**config.mk**
```make
export PLATFORM = sky130hd
export DESIGN_NAME = oaht_ctrl
export DESIGN_NICKNAME = d
export VERILOG_FILES = /design/src/rtl/oaht_pkg.sv /design/src/rtl/oaht_ctrl.sv
export SDC_FILE = /design/constraint.sdc
export NUM_CORES = 1
export LEC_CHECK = 0
export BUFFER_PORTS_ARGS = -buffer_cell sky130_fd_sc_hd__buf_4
export CORE_MARGIN = 4
export CORE_UTILIZATION = 29
export DETAILED_ROUTE_END_ITERATION = 16
export PLACE_DENSITY = 0.69
export SLEW_MARGIN = 20
export SYNTH_ARGS = -nofsm -noshare
export SYNTH_HDL_FRONTEND = slang
export SYNTH_SLANG_ARGS = --single-unit
export TNS_END_PERCENT = 10
```
**constraint.sdc**
```tcl
create_clock -name clk -period 1.4 [get_ports clk]
set_input_delay 0.28 -clock clk [delete_from_list [all_inputs] [get_ports clk]]
set_output_delay 0.28 -clock clk [all_outputs]
set_load 0.02 [all_outputs]
```
**src/rtl/oaht_pkg.sv**
```systemverilog
`timescale 1ns / 1ps
// ----------------------------------------------------------------------------
// oaht_pkg: shared types and codes for the open-addressing hash table
// Request types, status codes, slot use marks and controller/datapath links.
// ----------------------------------------------------------------------------
package oaht_pkg;

  localparam logic [1:0] REQ_INSERT = 2'd0;
  localparam logic [1:0] REQ_SEARCH = 2'd1;
  localparam logic [1:0] REQ_REMOVE = 2'd2;

  localparam logic [1:0] ST_OK       = 2'd0;
  localparam logic [1:0] ST_NOT_FOUND = 2'd1;
  localparam logic [1:0] ST_DUP      = 2'd2;
  localparam logic [1:0] ST_FULL     = 2'd3;

  localparam logic [1:0] USE_FREE = 2'd0;
  localparam logic [1:0] USE_OCC  = 2'd1;
  localparam logic [1:0] USE_REM  = 2'd2;

  // controller -> datapath
  typedef struct packed {
    logic clear_step;   // write one use mark during the clearing pass
    logic load;         // latch request, set home slot
    logic advance;      // move to next probe slot
    logic note_tomb;    // record current slot as first tombstone
    logic wr_ins;       // write key/value/occupied at current slot
    logic wr_rem;       // mark current slot removed
    logic wr_move;      // copy current entry into tombstone slot
    logic cnt_inc;
    logic cnt_dec;
    logic done;         // present result
    logic [1:0] status;
    logic use_found;    // found_value from slot read
  } oaht_cmd_t;

  // datapath -> controller
  typedef struct packed {
    logic [1:0] req_type;
    logic [1:0] use_mark;
    logic       key_hit;
    logic       tomb_seen;
    logic       last_probe;
    logic       clear_last;
  } oaht_sts_t;

endpackage

```
**src/rtl/oaht_ctrl.sv**
```systemverilog
`timescale 1ns / 1ps
// ----------------------------------------------------------------------------
// oaht_ctrl: request sequencer
// Clears the use marks after reset, then runs one probe per read/check pair.
// ----------------------------------------------------------------------------
module oaht_ctrl (
  input  logic                clk,
  input  logic                rst,
  input  logic                start,
  output logic                busy,
  input  oaht_pkg::oaht_sts_t sts,
  output oaht_pkg::oaht_cmd_t cmd
);

  typedef enum logic [4:0] {
    S_CLEAR = 5'b00001,
    S_IDLE  = 5'b00010,
    S_READ  = 5'b00100,
    S_CHECK = 5'b01000,
    S_FIN   = 5'b10000
  } state_t;

  state_t state, state_next;

  always_ff @(posedge clk) begin
    if (rst) begin
      state <= S_CLEAR;
    end else begin
      state <= state_next;
    end
  end

  assign busy = (state != S_IDLE);

  always_comb begin
    cmd        = '0;
    state_next = state;
    case (state)
      S_CLEAR: begin
        cmd.clear_step = 1'b1;
        if (sts.clear_last) begin
          state_next = S_IDLE;
        end
      end
      S_IDLE: begin
        if (start) begin
          cmd.load   = 1'b1;
          state_next = S_READ;
        end
      end
      S_READ: begin
        state_next = S_CHECK;
      end
      S_CHECK: begin
        state_next = S_READ;
        if (sts.req_type == oaht_pkg::REQ_INSERT) begin
          if (sts.use_mark != oaht_pkg::USE_OCC) begin
            cmd.wr_ins  = 1'b1;
            cmd.cnt_inc = 1'b1;
            cmd.done    = 1'b1;
            cmd.status  = oaht_pkg::ST_OK;
            state_next  = S_IDLE;
          end else if (sts.key_hit) begin
            cmd.done   = 1'b1;
            cmd.status = oaht_pkg::ST_DUP;
            state_next = S_IDLE;
          end else if (sts.last_probe) begin
            cmd.done   = 1'b1;
            cmd.status = oaht_pkg::ST_FULL;
            state_next = S_IDLE;
          end else begin
            cmd.advance = 1'b1;
          end
        end else if (sts.req_type == oaht_pkg::REQ_SEARCH ||
                     sts.req_type == oaht_pkg::REQ_REMOVE) begin
          if (sts.use_mark == oaht_pkg::USE_FREE) begin
            cmd.done   = 1'b1;
            cmd.status = oaht_pkg::ST_NOT_FOUND;
            state_next = S_IDLE;
          end else if (sts.use_mark == oaht_pkg::USE_OCC && sts.key_hit) begin
            cmd.done      = 1'b1;
            cmd.status    = oaht_pkg::ST_OK;
            cmd.use_found = 1'b1;
            if (sts.req_type == oaht_pkg::REQ_REMOVE) begin
              cmd.wr_rem  = 1'b1;
              cmd.cnt_dec = 1'b1;
              state_next  = S_IDLE;
            end else if (sts.tomb_seen) begin
              // copy entry into the tombstone, then retire the old slot
              cmd.wr_move = 1'b1;
              state_next  = S_FIN;
            end else begin
              state_next = S_IDLE;
            end
          end else if (sts.last_probe) begin
            cmd.done   = 1'b1;
            cmd.status = oaht_pkg::ST_NOT_FOUND;
            state_next = S_IDLE;
          end else begin
            if (sts.use_mark != oaht_pkg::USE_OCC && !sts.tomb_seen) begin
              cmd.note_tomb = 1'b1;
            end
            cmd.advance = 1'b1;
          end
        end else begin
          cmd.done   = 1'b1;
          cmd.status = oaht_pkg::ST_NOT_FOUND;
          state_next = S_IDLE;
        end
      end
      S_FIN: begin
        cmd.wr_rem = 1'b1;
        state_next = S_IDLE;
      end
      default: begin
        state_next = S_IDLE;
      end
    endcase
  end

endmodule

```
==> reports/results.txt <==
Met1 global-route usage: 0.0978
R2r startpoint: state[4]
Setup violators final: 13
Unique masters post-synth: 32
Slowest cell delay on critical path: 0.33 ns
Crit path arrival time: 1.39 ns
Pins over their slew limit: 0
Worst-Margin Slew: 0.247 ns
Chip Width: 48.6 µm
Failing checks: negative setup slack
Clock network latency to the later pin of the worst-skew pair: 0.24 ns
Cells on worst reg2reg path: 6
Remaining antenna violation count: 0
Worst path slowest cell: dfxtp_2
Placed Area: 888 µm²
Final WL: 1430 µm
FF-to-FF End: state[4]
CTS Hold Bufs: 0
Fmax: 0.600 GHz
Worst EP required: 1.12 ns
Layout cells sized above 1: 0.649
Die ar.: 0.00236 mm²
Crit path from: state[4]
Startpoint Class: flip-flop
CTS tree: built
PnR Total Power: 0.492 mW
Drt drc: 0
Final hold vios: 0
Root buffer cell: clkbuf_4
Pwr/cell area: 511 mW/mm²
First-pass GRT wire length: 2310 µm
CTS clock-pin slew for the worst setup and hold paths: 0.05 ns
Synth warnings: 0
Total number of vias: 616
Fin crit share: 1.19
Worst Path Max Fanout: 6
Outcome: finished, violations left
WS Path Type: flip-flop to primary output
Register area share after synthesis: 0.209
Grt met3 use: 0.0153
Area Growth Syn to Fin: 101%
VDD IR max: 0.340 mV
Final nets: 125
Initial antenna violation count: 0
Maximum Capacitance Violations: 0
Critical-path cell list: nor2_4 -> and3_4 -> nand4_4 -> o21ai_4 -> buf_6
Iteration count of the initial detailed-routing pass: 4
Leak pwr: 0.479 nW
Synth Register Bits: 5
Chip height: 48.6 µm
Row Count: 14
Clk_skew: 0.00452 ns
Most Crowded Layer GR: met2
Setup_tns: -2.39 ns
Max Root-Sink Buffers: 2
Post-route minimum period: 1.67 ns
Initial core utilization: 0.314
Gr usage total: 0.123
Util after Layout: 0.631
Synth Instances: 64
Core area: 0.00152 mm²
Total number of H-tree levels: 1
Total gr overflow: 0
Largest regs: state (5)
IO Port Bufs: 24
GR Util met2: 0.246
Reg2reg setup slack: 0.05 ns
Routability congestion estimate: 0.828
Synthesized area: 478 µm²
Clock sinks: 5
Vias in the first global route: 612
Worst rel slew slack: 0.835
Min setup slack post-route: -0.267 ns
Syn Nets: 77
Post-DR vias/cell: 4.85
Max FFs per register: 5
Ant. Diodes: 0
Avg WL per Cell: 11.2 µm
Crit end category: primary output
Cts bufs inserted: 3
Final Cell Area: 962 µm²
Hold Crit Class: input pin to flip-flop
Most flops, register: state
Syn_area_per_cell: 7.47 µm²
Dpl hpwl: 1220 µm
Initial drt markers: 8
I/O Pins: 25
RSZ-0062 raised after global routing: yes
Largest net degree at the start of global routing: 7
CP endpoint: cmd[7]
[logic make-up (layout without fill, tap and decap cells)]
logic type | count (synthesis) | count (layout) | synth area share
buf+inv | 10 | 57 | 0.102
compound gates | 12 | 12 | 0.165
simple gates | 34 | 34 | 0.450
flops | 5 | 5 | 0.209
fa+ha+maj | 2 | 2 | 0.0523
mux | 1 | 1 | 0.0209
[timing repair]
action | CTS | global route
pin swaps | 5 | 1
resized for setup | 8 | 1
endpoints found under the setup margin | 12 | 16
setup buffers | 2 | 0
[layer usage]
layer  up-vias  part of all wire  wire (µm)
met2        17              0.59        842
met4         0             0.022         31
li1        313                 -          -
met3         4             0.045         64
met1       282              0.34        487
met5         -                 0          0
[Yosys cell counts (all sizes together)]
cell,count,area share
a21o,1,0.016
a21oi,5,0.052
and2b,1,0.016
and3,3,0.050
and3b,1,0.026
buf,2,0.039
dfxtp,5,0.21
ha,2,0.052
inv,8,0.063
mux2i,1,0.021
nand2,5,0.039
nand2b,2,0.026
nand3,2,0.021
nand3b,3,0.047
nand4,1,0.045
nor2,10,0.089
nor2b,2,0.031
nor3,2,0.031
nor3b,1,0.016
nor4,1,0.013
o211a,1,0.021
o211ai,1,0.016
o21ai,2,0.021
o21ba,1,0.021
o221ai,1,0.018
[final cells by class]
| class | instances | area (µm²) |
|---|---|---|
| Sequential cell | 5 | 104 |
| Timing Repair Buffer | 45 | 360 |
| Inverter | 8 | 30.0 |
| Clock buffer | 3 | 22.5 |
| Fill cell | 135 | 562 |
| Multi-Input combinational cell | 49 | 420 |
| Tap cell | 16 | 20.0 |
| Clock inverter | 1 | 5.00 |
[worst max-delay path, delay by kind of cell, from the launching register on]
family / cells / cell delay [ns]
AO/OA/AOI/OAI: 1 / 0.17
AND/OR/NAND/NOR: 3 / 0.51
flip-flops: 1 / 0.33
buffers and inverters: 1 / 0.13
[stage by stage]
stage | hold WS, ns | setup slack (ns) | std cells
after floorplan | 0.350 | -0.0384 | 64
after global placement | 0.454 | -0.215 | 121
after detailed placement | 0.458 | -0.245 | 121
after CTS | 0.189 | -0.284 | 127
after global routing | 0.195 | -0.338 | 127
final | 0.197 | -0.267 | 127
[cells in the final DEF (no fill, tap or decap), types with 2 or more instances in the layout]
cell / n
buf_4: 39
buf_6: 6
inv_1: 5
nor2_4: 4
a21oi_1: 4
nor2_1: 4
nand2_1: 4
inv_2: 3
nand3b_1: 3
clkbuf_4: 3
dfxtp_2: 3
nor2_2: 2
nand2b_1: 2
nand3_1: 2
and3_1: 2
dfxtp_1: 2
[power by group]
group | internal [mW] | leakage [nW] | switching (mW)
registers | 0.149 | 0.0420 | 0.00463
logic | 0.0928 | 0.420 | 0.0811
clock network | 0.103 | 0.0177 | 0.0605
total | 0.346 | 0.479 | 0.146
[worst min-delay path by stage]
| stage | endpoint | start | cells past startpoint |
|---|---|---|---|
| 6_report | state[4] | rst | 2 |
| 5_1_grt | state[4] | rst | 2 |
| 4_1_cts | state[4] | rst | 2 |
| 3_5_place_dp | state[4] | rst | 2 |
| 3_3_place_gp | state[4] | rst | 2 |
| 2_1_floorplan | state[4] | rst | 1 |
Power figures use the tool's default switching activity.
